<file path="src/rtl/ibanm97_pkg.sv">
// Types and constants shared by the IBAN mod 97 checker.
// Holds the item structs, the character classes and the fold arithmetic.
// No dependencies.
`timescale 1ns / 1ps
`default_nettype none

package ibanm97_pkg;

	localparam int unsigned MOD_BASE    = 97;
	localparam int unsigned LETTER_BASE = 55;
	localparam int unsigned HEAD_LEN    = 4;
	localparam int unsigned QUEUE_DEPTH = 4;

	localparam logic [5:0] COUNT_MAX        = 6'd63;
	localparam logic [5:0] MIN_LENGTH_RESET = 6'd15;
	localparam logic [5:0] HEAD_COUNT       = 6'(HEAD_LEN);

	typedef struct packed {
		logic [7:0] char_code;
		logic       last;
	} req_t;

	typedef struct packed {
		logic iban_valid;
		logic too_short;
		logic bad_char;
	} rsp_t;

	typedef enum logic [1:0] {
		KIND_KEPT = 2'd0,
		KIND_SKIP = 2'd1,
		KIND_BAD  = 2'd2
	} kind_t;

	typedef struct packed {
		kind_t      kind;
		logic [5:0] value;
		logic       last;
	} item_t;

	// fold one value into the remainder: digits scale by 10, letters by 100 (= 3 mod 97)
	function automatic logic [6:0] fold_mod(input logic [6:0] rem, input logic [5:0] v);
		logic [9:0] x;
		logic [9:0] step;
		if (v < 6'd10) begin
			x = {rem, 3'b000} + 10'({rem, 1'b0}) + 10'(v);
		end else begin
			x = 10'({rem, 1'b0}) + 10'(rem) + 10'(v);
		end
		for (int k = 3; k >= 0; k--) begin
			step = 10'(MOD_BASE) << k;
			if (x >= step) begin
				x = x - step;
			end
		end
		return x[6:0];
	endfunction

endpackage

`default_nettype wire

</file>
<file path="src/rtl/ibanm97_front.sv">
// Front end of the IBAN mod 97 checker: classifies one input word.
// Maps a character to its value and class for the queue.
// Depends on ibanm97_pkg.
`timescale 1ns / 1ps
`default_nettype none

module ibanm97_front (
	input  var ibanm97_pkg::req_t  req,
	output var ibanm97_pkg::item_t item
);

	logic [7:0] c;

	assign c = req.char_code;

	always_comb begin
		item.last  = req.last;
		item.value = '0;
		item.kind  = ibanm97_pkg::KIND_BAD;
		priority if (c >= 8'h30 && c <= 8'h39) begin
			item.kind  = ibanm97_pkg::KIND_KEPT;
			item.value = 6'(c - 8'h30);
		end else if (c >= 8'h41 && c <= 8'h5A) begin
			item.kind  = ibanm97_pkg::KIND_KEPT;
			item.value = 6'(c - 8'(ibanm97_pkg::LETTER_BASE));
		end else if (c >= 8'h61 && c <= 8'h7A) begin
			item.kind  = ibanm97_pkg::KIND_KEPT;
			item.value = 6'(c - 8'h57);
		end else if (c == 8'h2D || c == 8'h20) begin
			item.kind  = ibanm97_pkg::KIND_SKIP;
		end else begin
			item.kind  = ibanm97_pkg::KIND_BAD;
		end
	end

endmodule

`default_nettype wire

</file>
<file path="src/rtl/ibanm97_queue.sv">
// Short first-word-fall-through queue between front and back end.
// Holds classified words so each side can stall on its own.
// Depends on ibanm97_pkg.
`timescale 1ns / 1ps
`default_nettype none

module ibanm97_queue (
	input  var logic                clk,
	input  var logic                arst_n,
	input  var logic                wr_valid,
	output var logic                wr_ready,
	input  var ibanm97_pkg::item_t  wr_item,
	output var logic                rd_valid,
	input  var logic                rd_ready,
	output var ibanm97_pkg::item_t  rd_item
);

	localparam int unsigned Depth = ibanm97_pkg::QUEUE_DEPTH;
	localparam int unsigned PtrW  = $clog2(Depth);

	ibanm97_pkg::item_t  mem_q [Depth];
	logic [PtrW-1:0]     wr_ptr_q;
	logic [PtrW-1:0]     rd_ptr_q;
	logic [PtrW:0]       count_q;
	logic                push;
	logic                pop;

	assign wr_ready = (count_q != (PtrW+1)'(Depth));
	assign rd_valid = (count_q != '0);
	assign push     = wr_valid && wr_ready;
	assign pop      = rd_valid && rd_ready;
	assign rd_item  = mem_q[rd_ptr_q];

	always_ff @(posedge clk) begin
		if (push) begin
			mem_q[wr_ptr_q] <= wr_item;
		end
	end

	always_ff @(posedge clk or negedge arst_n) begin
		if (!arst_n) begin
			wr_ptr_q <= '0;
			rd_ptr_q <= '0;
			count_q  <= '0;
		end else begin
			if (push) begin
				wr_ptr_q <= (wr_ptr_q == PtrW'(Depth - 1)) ? '0 : wr_ptr_q + 1'b1;
			end
			if (pop) begin
				rd_ptr_q <= (rd_ptr_q == PtrW'(Depth - 1)) ? '0 : rd_ptr_q + 1'b1;
			end
			if (push && !pop) begin
				count_q <= count_q + 1'b1;
			end else if (pop && !push) begin
				count_q <= count_q - 1'b1;
			end
		end
	end

endmodule

`default_nettype wire

</file>
<file path="src/rtl/ibanm97_back.sv">
// Back end of the IBAN mod 97 checker: folds kept characters, buffers the head,
// folds the head serially at the end and drives the result register.
// Depends on ibanm97_pkg.
`timescale 1ns / 1ps
`default_nettype none

module ibanm97_back #(
	parameter int unsigned MAX_KEPT = 32
) (
	input  var logic                clk,
	input  var logic                arst_n,
	input  var logic [5:0]          min_length,
	input  var logic                item_valid,
	output var logic                item_ready,
	input  var ibanm97_pkg::item_t  item,
	output var logic                rsp_valid,
	input  var logic                rsp_ready,
	output var ibanm97_pkg::rsp_t   rsp
);

	localparam logic [5:0] MaxKept = 6'(MAX_KEPT);

	typedef enum logic [1:0] {
		ST_RUN,
		ST_FOLD,
		ST_DONE
	} state_t;

	state_t             state_q;
	logic [6:0]         rem_q;
	logic [5:0]         kept_count_q;
	logic               error_seen_q;
	logic [1:0]         fold_idx_q;
	logic [5:0]         head_q [ibanm97_pkg::HEAD_LEN];
	logic               rsp_valid_q;
	ibanm97_pkg::rsp_t  rsp_q;

	logic               is_kept;
	logic               in_head;
	logic [5:0]         count_next;
	logic               out_load;
	ibanm97_pkg::rsp_t  result;

	assign item_ready = (state_q == ST_RUN);
	assign is_kept    = (item.kind == ibanm97_pkg::KIND_KEPT);
	assign in_head    = (kept_count_q < ibanm97_pkg::HEAD_COUNT);
	assign count_next = (is_kept && kept_count_q != ibanm97_pkg::COUNT_MAX) ?
		kept_count_q + 6'd1 : kept_count_q;
	assign out_load   = (state_q == ST_DONE) && (!rsp_valid_q || rsp_ready);

	always_comb begin
		result.too_short  = (kept_count_q < ibanm97_pkg::HEAD_COUNT) ||
			(kept_count_q < min_length);
		result.bad_char   = error_seen_q;
		result.iban_valid = !result.too_short && !error_seen_q &&
			(kept_count_q <= MaxKept) && (rem_q == 7'd1);
	end

	always_ff @(posedge clk) begin
		if (state_q == ST_RUN && item_valid && is_kept && in_head) begin
			head_q[kept_count_q[1:0]] <= item.value;
		end
	end

	always_ff @(posedge clk or negedge arst_n) begin
		if (!arst_n) begin
			state_q      <= ST_RUN;
			rem_q        <= '0;
			kept_count_q <= '0;
			error_seen_q <= 1'b0;
			fold_idx_q   <= '0;
			rsp_valid_q  <= 1'b0;
			rsp_q        <= '0;
		end else begin
			if (rsp_valid_q && rsp_ready && !out_load) begin
				rsp_valid_q <= 1'b0;
			end
			unique case (state_q)
				ST_RUN: begin
					if (item_valid) begin
						unique case (item.kind)
							ibanm97_pkg::KIND_KEPT: begin
								if (!in_head) begin
									rem_q <= ibanm97_pkg::fold_mod(rem_q, item.value);
								end
								kept_count_q <= count_next;
							end
							ibanm97_pkg::KIND_BAD: error_seen_q <= 1'b1;
							default: ;
						endcase
						if (item.last) begin
							state_q <= (count_next >= ibanm97_pkg::HEAD_COUNT) ?
								ST_FOLD : ST_DONE;
						end
					end
				end
				ST_FOLD: begin
					rem_q      <= ibanm97_pkg::fold_mod(rem_q, head_q[fold_idx_q]);
					fold_idx_q <= fold_idx_q + 2'd1;
					if (fold_idx_q == 2'(ibanm97_pkg::HEAD_LEN - 1)) begin
						state_q <= ST_DONE;
					end
				end
				ST_DONE: begin
					if (out_load) begin
						rsp_q        <= result;
						rsp_valid_q  <= 1'b1;
						rem_q        <= '0;
						kept_count_q <= '0;
						error_seen_q <= 1'b0;
						state_q      <= ST_RUN;
					end
				end
				default: state_q <= ST_RUN;
			endcase
		end
	end

	assign rsp_valid = rsp_valid_q;
	assign rsp       = rsp_q;

	a_rem_in_range: assert property (@(posedge clk) disable iff (!arst_n)
		rem_q < 7'(ibanm97_pkg::MOD_BASE))
		else $error("remainder out of range");

	a_idx_idle: assert property (@(posedge clk) disable iff (!arst_n)
		state_q != ST_FOLD |-> fold_idx_q == '0)
		else $error("head fold index left nonzero");

	a_fold_full_head: assert property (@(posedge clk) disable iff (!arst_n)
		state_q == ST_FOLD |-> kept_count_q >= ibanm97_pkg::HEAD_COUNT)
		else $error("head folded before it was filled");

	a_clear_after_load: assert property (@(posedge clk) disable iff (!arst_n)
		out_load |=> (kept_count_q == '0 && rem_q == '0 && !error_seen_q &&
			state_q == ST_RUN && rsp_valid_q))
		else $error("candidate state not cleared after result");

endmodule

`default_nettype wire

</file>
<file path="src/rtl/iban_mod97_checker_top.sv">
// IBAN mod 97 checker, one character per req word, one result per candidate.
// req (valid/ready): char_code and last. rsp (valid/ready): iban_valid,
// too_short, bad_char, given once per word marked last.
// cfg_we/cfg_wdata: write min_length (reset value 15) while idle.
// A classifier feeds a four-entry queue; the back end drains one word a cycle
// while in its run state. After the word marked last it folds the buffered
// head (when at least four characters were kept), then loads the result
// register, and takes no new word until the result is loaded.
// Reset clears the queue, the candidate state and the result register;
// min_length returns to 15.
// A stalled rsp holds the result; the back end then waits in its final step,
// the queue fills and req_ready drops once four words are pending.
// Depends on ibanm97_pkg, ibanm97_front, ibanm97_queue, ibanm97_back.
`timescale 1ns / 1ps
`default_nettype none

module iban_mod97_checker_top #(
	parameter int unsigned MAX_KEPT = 32
) (
	input  var logic               clk,
	input  var logic               arst_n,
	input  var logic               cfg_we,
	input  var logic [5:0]         cfg_wdata,
	input  var logic               req_valid,
	output var logic               req_ready,
	input  var ibanm97_pkg::req_t  req,
	output var logic               rsp_valid,
	input  var logic               rsp_ready,
	output var ibanm97_pkg::rsp_t  rsp
);

	logic [5:0]          min_length_q;
	ibanm97_pkg::item_t  front_item;
	ibanm97_pkg::item_t  queue_item;
	logic                queue_valid;
	logic                queue_ready;

	always_ff @(posedge clk or negedge arst_n) begin
		if (!arst_n) begin
			min_length_q <= ibanm97_pkg::MIN_LENGTH_RESET;
		end else if (cfg_we) begin
			min_length_q <= cfg_wdata;
		end
	end

	ibanm97_front u_front (
		.req  (req),
		.item (front_item)
	);

	ibanm97_queue u_queue (
		.clk      (clk),
		.arst_n   (arst_n),
		.wr_valid (req_valid),
		.wr_ready (req_ready),
		.wr_item  (front_item),
		.rd_valid (queue_valid),
		.rd_ready (queue_ready),
		.rd_item  (queue_item)
	);

	ibanm97_back #(
		.MAX_KEPT (MAX_KEPT)
	) u_back (
		.clk        (clk),
		.arst_n     (arst_n),
		.min_length (min_length_q),
		.item_valid (queue_valid),
		.item_ready (queue_ready),
		.item       (queue_item),
		.rsp_valid  (rsp_valid),
		.rsp_ready  (rsp_ready),
		.rsp        (rsp)
	);

endmodule

`default_nettype wire
</file>
<file path="config.mk">
export PLATFORM = sky130hd
export DESIGN_NAME = iban_mod97_checker_top
export DESIGN_NICKNAME = d
export VERILOG_FILES = /design/src/rtl/ibanm97_pkg.sv /design/src/rtl/ibanm97_front.sv /design/src/rtl/ibanm97_queue.sv /design/src/rtl/ibanm97_back.sv /design/src/rtl/iban_mod97_checker_top.sv
export SDC_FILE = /design/constraint.sdc
export NUM_CORES = 1
export LEC_CHECK = 0
export CAP_MARGIN = 20
export CORE_MARGIN = 2
export CORE_UTILIZATION = 60
export DETAILED_ROUTE_END_ITERATION = 10
export DONT_BUFFER_PORTS = 1
export GPL_TIMING_DRIVEN = 0
export PLACE_DENSITY = 0.76
export SKIP_CTS_REPAIR_TIMING = 1
export SYNTH_ARGS = -nofsm -noshare
export SYNTH_HDL_FRONTEND = slang
export SYNTH_SLANG_ARGS = --single-unit
</file>
<file path="constraint.sdc">
create_clock -name clk -period 9.6 [get_ports clk]
set_clock_uncertainty 0.1 [all_clocks]
set_input_delay 1.44 -clock clk [delete_from_list [all_inputs] [get_ports clk]]
set_output_delay 1.44 -clock clk [all_outputs]
set_load 0.02 [all_outputs]
</file>
# Yosys cells after proc, flatten, opt, wreduce, memory -nomap -nowiden
# Memory sizes are Yosys's and may differ from the RTL's.
# Index checks and enable logic that the tools add are counted.
dict set report totals {
  reg_bits 35
  memories 2
  ram_bits 60
}
dict set report op_classes {
  n_mux 66
  n_reduce_logical 36
  n_lt_le_gt_ge 20
  add_sub_neg 23
  n_eq_ne 18
}
# memory depth word_bits read_ports rd_clocked_by_memory_dff wr line
set mem_list {}
lappend mem_list {u_queue.mem_q 4 9 1 0 1 ibanm97_queue.sv:21} ;# ibanm97_pkg::item_t mem_q [Depth];
lappend mem_list {u_back.head_q 4 6 1 0 1 ibanm97_back.sv:34} ;# logic [5:0] head_q [ibanm97_pkg::HEAD_LEN];
# cell n
set ops {}
lappend ops {{10-bit two-way mux} 28}
lappend ops {{7-bit two-way mux} 6}
lappend ops {{10-bit by 6-bit adder with 10-bit output} 4}
lappend ops {{6-bit two-way mux} 5}
lappend ops {{7-bit case mux with 3 select lines} 1}
lappend ops {{10-bit greater-or-equal comparator, second input constant} 2}
lappend ops {{10-bit by 7-bit greater-or-equal comparator with 1-bit output, second input constant} 2}
lappend ops {{10-bit by 8-bit greater-or-equal comparator with 1-bit output, second input constant} 2}
lappend ops {{10-bit by 9-bit greater-or-equal comparator with 1-bit output, second input constant} 2}
lappend ops {{10-bit subtractor, second input constant} 2}
lappend ops {{10-bit by 8-bit subtractor with 10-bit output, second input constant} 2}
lappend ops {{10-bit by 9-bit subtractor with 10-bit output, second input constant} 2}
lappend ops {{2-bit two-way mux} 9}
lappend ops {{8-bit by 6-bit == test with 1-bit output, second input constant} 2}
lappend ops {{8-bit by 7-bit greater-or-equal comparator with 1-bit output, second input constant} 2}
lappend ops {{8-bit by 7-bit <= comparator with 1-bit output, second input constant} 2}
lappend ops {{1-bit logical AND} 16}
lappend ops {{8-bit two-way mux} 2}
lappend ops {{7-bit subtractor, second input constant} 2}
lappend ops {{6-bit by 4-bit < comparator with 1-bit output, second input constant} 2}
lappend ops {{6-bit case mux with 2 select lines} 1}
lappend ops {{4-bit AND reduction} 3}
lappend ops {{6-bit subtractor, second input constant} 2}
lappend ops {{10-bit by 8-bit adder with 10-bit output} 1}
lappend ops {{30 further kinds} 61}

# Depth between registers and ports, before layout
dict set report logic_depth {
  word_depth 31
  mapped_depth 33
  ltp_nobuf 33
}

# Modules after synthesis
# A second synthesis with hierarchy kept.
dict set report unflattened {
  cells_unflattened 1004
  hier_area_um2 9679.3
}
# module seq_area_each_um2 n_inst area_each_um2 cells_per_inst
set modules_own_cells {}
lappend modules_own_cells {ibanm97_back 1271.2 1 7210.7 852}
lappend modules_own_cells {ibanm97_queue 1256.2 1 1745.4 84}
lappend modules_own_cells {ibanm97_front 0.0 1 466.7 55}
lappend modules_own_cells {iban_mod97_checker_top 155.1 1 256.5 13}

# Worst setup path after synthesis
# OpenSTA, ideal clock, no wires.
dict set report synth_path {
  path_type {register to register}
  start {reg u_back.rem_q[1]}
  end {reg u_back.rem_q[4]}
  synth_period_minus_slack_ns 7.290
  arrival_ns 7.066
  stages_incl_launch_ff 30
  required_ns 9.376
  setup_time_ns 0.124
  path_slack_ns 2.310
  path_cell_list {dfrtp_1 > ha_1 > fa_1 > a21o_1 > a211oi_1 > a21oi_1 > ha_1 > o21a_1 > a211oi_1 > nor4_4 > nor2_2 > nor2_4 > a211oi_4 > xor2_1 > ha_1 > nand3_1 > mux2_4 > o31a_1 > o211a_1 > nor4_4 > nand3_2 > and3_1 > ha_1 > nand2b_1 > nand3_1 > a21boi_1 > a31oi_4 > o2111ai_1 > mux2_1 > o31a_1}
}
dict set report synth_via {
  elab_chain_len 31
}
# item line
set synth_lines {}
lappend synth_lines {{start: declaration} ibanm97_back.sv:30} ;# logic [6:0] rem_q;
lappend synth_lines {{start signal: assignment} ibanm97_back.sv:84} ;# rem_q <= ibanm97_pkg::fold_mod(rem_q, item.value);
lappend synth_lines {{start signal: assignment} ibanm97_back.sv:98} ;# rem_q <= ibanm97_pkg::fold_mod(rem_q, head_q[fold_idx_q]);
lappend synth_lines {{10-bit by 8-bit adder with 10-bit output or 8-bit by 7-bit adder with 9-bit output (tied branches)} {ibanm97_pkg.sv:46, ibanm97_pkg.sv:48}}
lappend synth_lines {{10-bit by 6-bit adder with 10-bit output (on tied branches)} {ibanm97_pkg.sv:46, ibanm97_pkg.sv:48}}
lappend synth_lines {{10-bit two-way mux} ibanm97_pkg.sv:45} ;# if (v < 6'd10) begin
lappend synth_lines {{10-bit two-way mux} ibanm97_back.sv:83} ;# if (!in_head) begin
lappend synth_lines {{10-bit two-way mux} ibanm97_back.sv:81} ;# unique case (item.kind)
lappend synth_lines {{10-bit two-way mux} ibanm97_back.sv:80} ;# if (item_valid) begin
lappend synth_lines {{10-bit two-way mux} ibanm97_back.sv:78} ;# unique case (state_q)
lappend synth_lines {{10-bit subtractor or 10-bit greater-or-equal comparator (tied branches)} {ibanm97_pkg.sv:53, ibanm97_pkg.sv:52}}
lappend synth_lines {{[15 not listed]} -}
lappend synth_lines {{10-bit two-way mux} ibanm97_back.sv:80}
lappend synth_lines {{10-bit two-way mux} ibanm97_back.sv:78}
lappend synth_lines {{10-bit by 7-bit greater-or-equal comparator with 1-bit output or 7-bit subtractor (tied branches)} {ibanm97_pkg.sv:52, ibanm97_pkg.sv:53}}
lappend synth_lines {{7-bit two-way mux} ibanm97_pkg.sv:52} ;# if (x >= step) begin
lappend synth_lines {{7-bit two-way mux} ibanm97_back.sv:83}
lappend synth_lines {{7-bit two-way mux} ibanm97_back.sv:81}
lappend synth_lines {{7-bit two-way mux} ibanm97_back.sv:80}
lappend synth_lines {{7-bit case mux with 3 select lines *} ibanm97_back.sv:78}
# Mark *: on every way between the ends. The rest lies on a longest branch, timed or not. The select of a mux whose other input is x is not followed.
# A chain may end at the register's enable or synchronous reset.

# Final worst setup path
dict set report layout_path {
  start {reg u_back.rem_q[1]}
  end {reg u_back.rem_q[3]}
}
# The elaborated chain is that of the path after synthesis.

==> run summary <==
Synth Register Bits - 95
Routed WL per cell - 18.6 um
Pre-antenna DRT Iters - 5
min cycle time layout - 8530 ps
crit path setup slack, layout - 1070 ps
Area contributors post-synth - edfxtp_1 (19%), ha_1 (10%), dfrtp_1 (8.3%), mux4_2 (3.6%), xnor2_1 (3.3%)
routed wire length - 21.8 mm
vias in the first global route - 7199
Commonest cells post-synth - ha_1 (77), edfxtp_1 (60), nand2_1 (60), nor2_1 (57), inv_1 (52)
EDFF count, synth - 60
setup violators final - 0
mux share of post-synthesis cell area - 8.76%
worst slew pin tran - 961 ps
cell with the most instances after synthesis - ha_1
fillcell total - 1254
hpwl dp - 16.7 mm
unrepaired setup endpoints after global routing - no
Synth Area in Simple Gates - 18.8%
PortBufs - 0
Max-Cap Viols - 0
Post-Syn Instances - 968
most frequent CP cell - ha_1
fmax - 0.117 GHz
pre-CTS setup slack - 1220 ps
hold slack - 395 ps
Mapped Avg Cell Area - 9.62 sq um
setup TNS - 0 ps
Worst path max stage delay - 580 ps
area grow syn2layout - 6.22%
nets - 1083
final core utilization - 65.1%
Pins Over Slew Limit - 0
yosys warns - 0
critical path type - flip-flop to flip-flop
clock sink count - 95
TritonCTS clock tree - done
clock latency at the later pin of the worst-skew pair - 350 ps
CTS buffer count - 9
status - complete, no violations
Chip Height - 129 um
Synth area leader - edfxtp_1
vias per std cell - 6.54
Critical Path RT - 9730 ps
chip width - 129 um
Post-synth ARST share - 36.8%
syn_nets - 1072
top_reg_cell synth - edfxtp_1
compound-gate portion of the synthesized area - 23.3%
I/O Pins - 25
Antenna Nets Post-Route - 0
GPL Wtd Cong - 0.923
first-pass GRT wire length - 35.7 mm
DRC errors left - 0
standard-cell rows - 45
H-Tree Depth - 3
placeable core area - 15200 sq um
crit-path max FO - 10
Die Area - 16500 sq um
Synth top area share - 19.3%
Syn Std Cell Area - 9310 sq um
Congestion Overflow GR - 0
crit end category - flip-flop
headroom to the max-slew limit - 35.3%
sequential element share of the synthesized area - 28.8%
path category of the worst min-delay check - flip-flop to flip-flop
routed vias - 7670
Netlist cell types - 111
initial antenna violation count - 0
initial core utilization - 61.3%
root buffer cell - clkbuf_16
Final period util - 88.8%
Post-Synth Adder-Cell Area - 11.9%
Worst Path Buf+Inv - 1
share of layout cells above drive strength 1 - 12.0%
element type at the critical path start - flip-flop
Antenna Cells - 0
Clk pin slew, worst setup/hold paths - 70 ps
CP arrival - 8660 ps
largest net degree at the start of global routing - 36
Iteration-0 DRC Markers - 567
largest family of logic cells by synthesized area - compound AO/OA/AOI/OAI gates
CP max-delay cell - dfrtp_1
top cell family by delay on the critical path - compound AO/OA/AOI/OAI gates
gr usage total - 27.0%
Max clock buf depth - 2
Synth Area in XOR/XNOR - 5.40%
hold violation count in the final report - 0
[layout make-up]
| type | instances | area (sq um) | share of cell area [%] |
|---|---|---|---|
| Buffer | 18 | 92.6 | 0.936 |
| Clock buffer | 10 | 229 | 2.31 |
| Clock inverter | 6 | 115 | 1.16 |
| Inverter | 53 | 199 | 2.01 |
| Multi-Input combinational cell | 802 | 6340 | 64.1 |
| Sequential cell | 95 | 2680 | 27.1 |
| Tap cell | 188 | 235 | 2.38 |
[cell usage in the layout, fill, tap and decap left out, drive strengths merged, types with 16 or more instances in the layout]
| cell | netlist | routed |
|---|---|---|
| mux2 | 22 | 22 |
| and3 | 19 | 19 |
| xnor2 | 37 | 37 |
| mux2i | 21 | 21 |
| nor2 | 59 | 59 |
| and2 | 19 | 19 |
| nand3 | 38 | 38 |
| a21oi | 47 | 47 |
| xor2 | 17 | 17 |
| ha | 77 | 77 |
| nand2 | 62 | 62 |
| dfrtp | 31 | 31 |
| inv | 53 | 55 |
| o21a | 16 | 16 |
| o21ai | 60 | 60 |
| edfxtp | 60 | 60 |
| clkbuf | 8 | 18 |
| nor3 | 33 | 33 |
[final timing paths]
check / from / to / slack (ps) / cells after the start
worst min-delay path: u_queue.count_q[2] / u_queue.count_q[2] / 390 / 1
worst max register to register: u_back.rem_q[1] / u_back.rem_q[3] / 1070 / 32
min in group asynchronous: arst_n / u_queue.wr_ptr_q[0] / 680 / 0
worst max-delay path: u_back.rem_q[1] / u_back.rem_q[3] / 1070 / 32
max in group asynchronous: arst_n / min_length_q[0] / 8540 / 0
worst min register to register: u_queue.count_q[2] / u_queue.count_q[2] / 390 / 1
[layer usage]
metal  GRT usage (%)  part of all wire, %  wire, um
met4            6.84                  1.6       349
met1            37.5                   47     10300
met3            3.74                  4.6       995
met5               0                    0         0
met2            44.9                   47     10100
[through the flow]
| step | instance area (sq um) | cells |
|---|---|---|
| 2_1_floorplan | 9310 | 968 |
| 3_3_place_gp | 9550 | 1156 |
| 3_5_place_dp | 9550 | 1156 |
| 4_1_cts | 9890 | 1172 |
| 5_1_grt | 9890 | 1172 |
| 6_report | 9890 | 1172 |
[worst reg2reg max path, delay by kind of cell (launching register included)]
family	cells	cell delay [ps]
compound gates	15	3840
xor+xnor	4	800
fa+ha+maj	6	1850
buf+inv	1	110
flops	1	580
mux	1	250
simple gates	5	900
[registers in the layout, summed over array words and instances (netlist names)]
signal / cells
min_length_q: 6
u_back.error_seen_q: 1
u_back.fold_idx_q: 2
u_back.head_q: 24
u_back.kept_count_q: 6
u_back.rem_q: 7
u_back.rsp: 3
u_back.rsp_valid: 1
u_back.state_q: 2
u_queue.count_q: 3
u_queue.mem_q: 36
u_queue.rd_ptr_q: 2
u_queue.wr_ptr_q: 2
[kinds of logic after synthesis]
group                      count (synthesis)
AOI/OAI and AO/OA                        287
xor gates and xnor gates                  54
adders and majority gates                 84
buffers and inverters                     71
DFF                                       95
muxes                                     58
and+or+nand+nor                          319
Power is left out: the tool's default activity adds up to more than one toggle a clock period on the data nets, which glitch-free logic cannot reach.
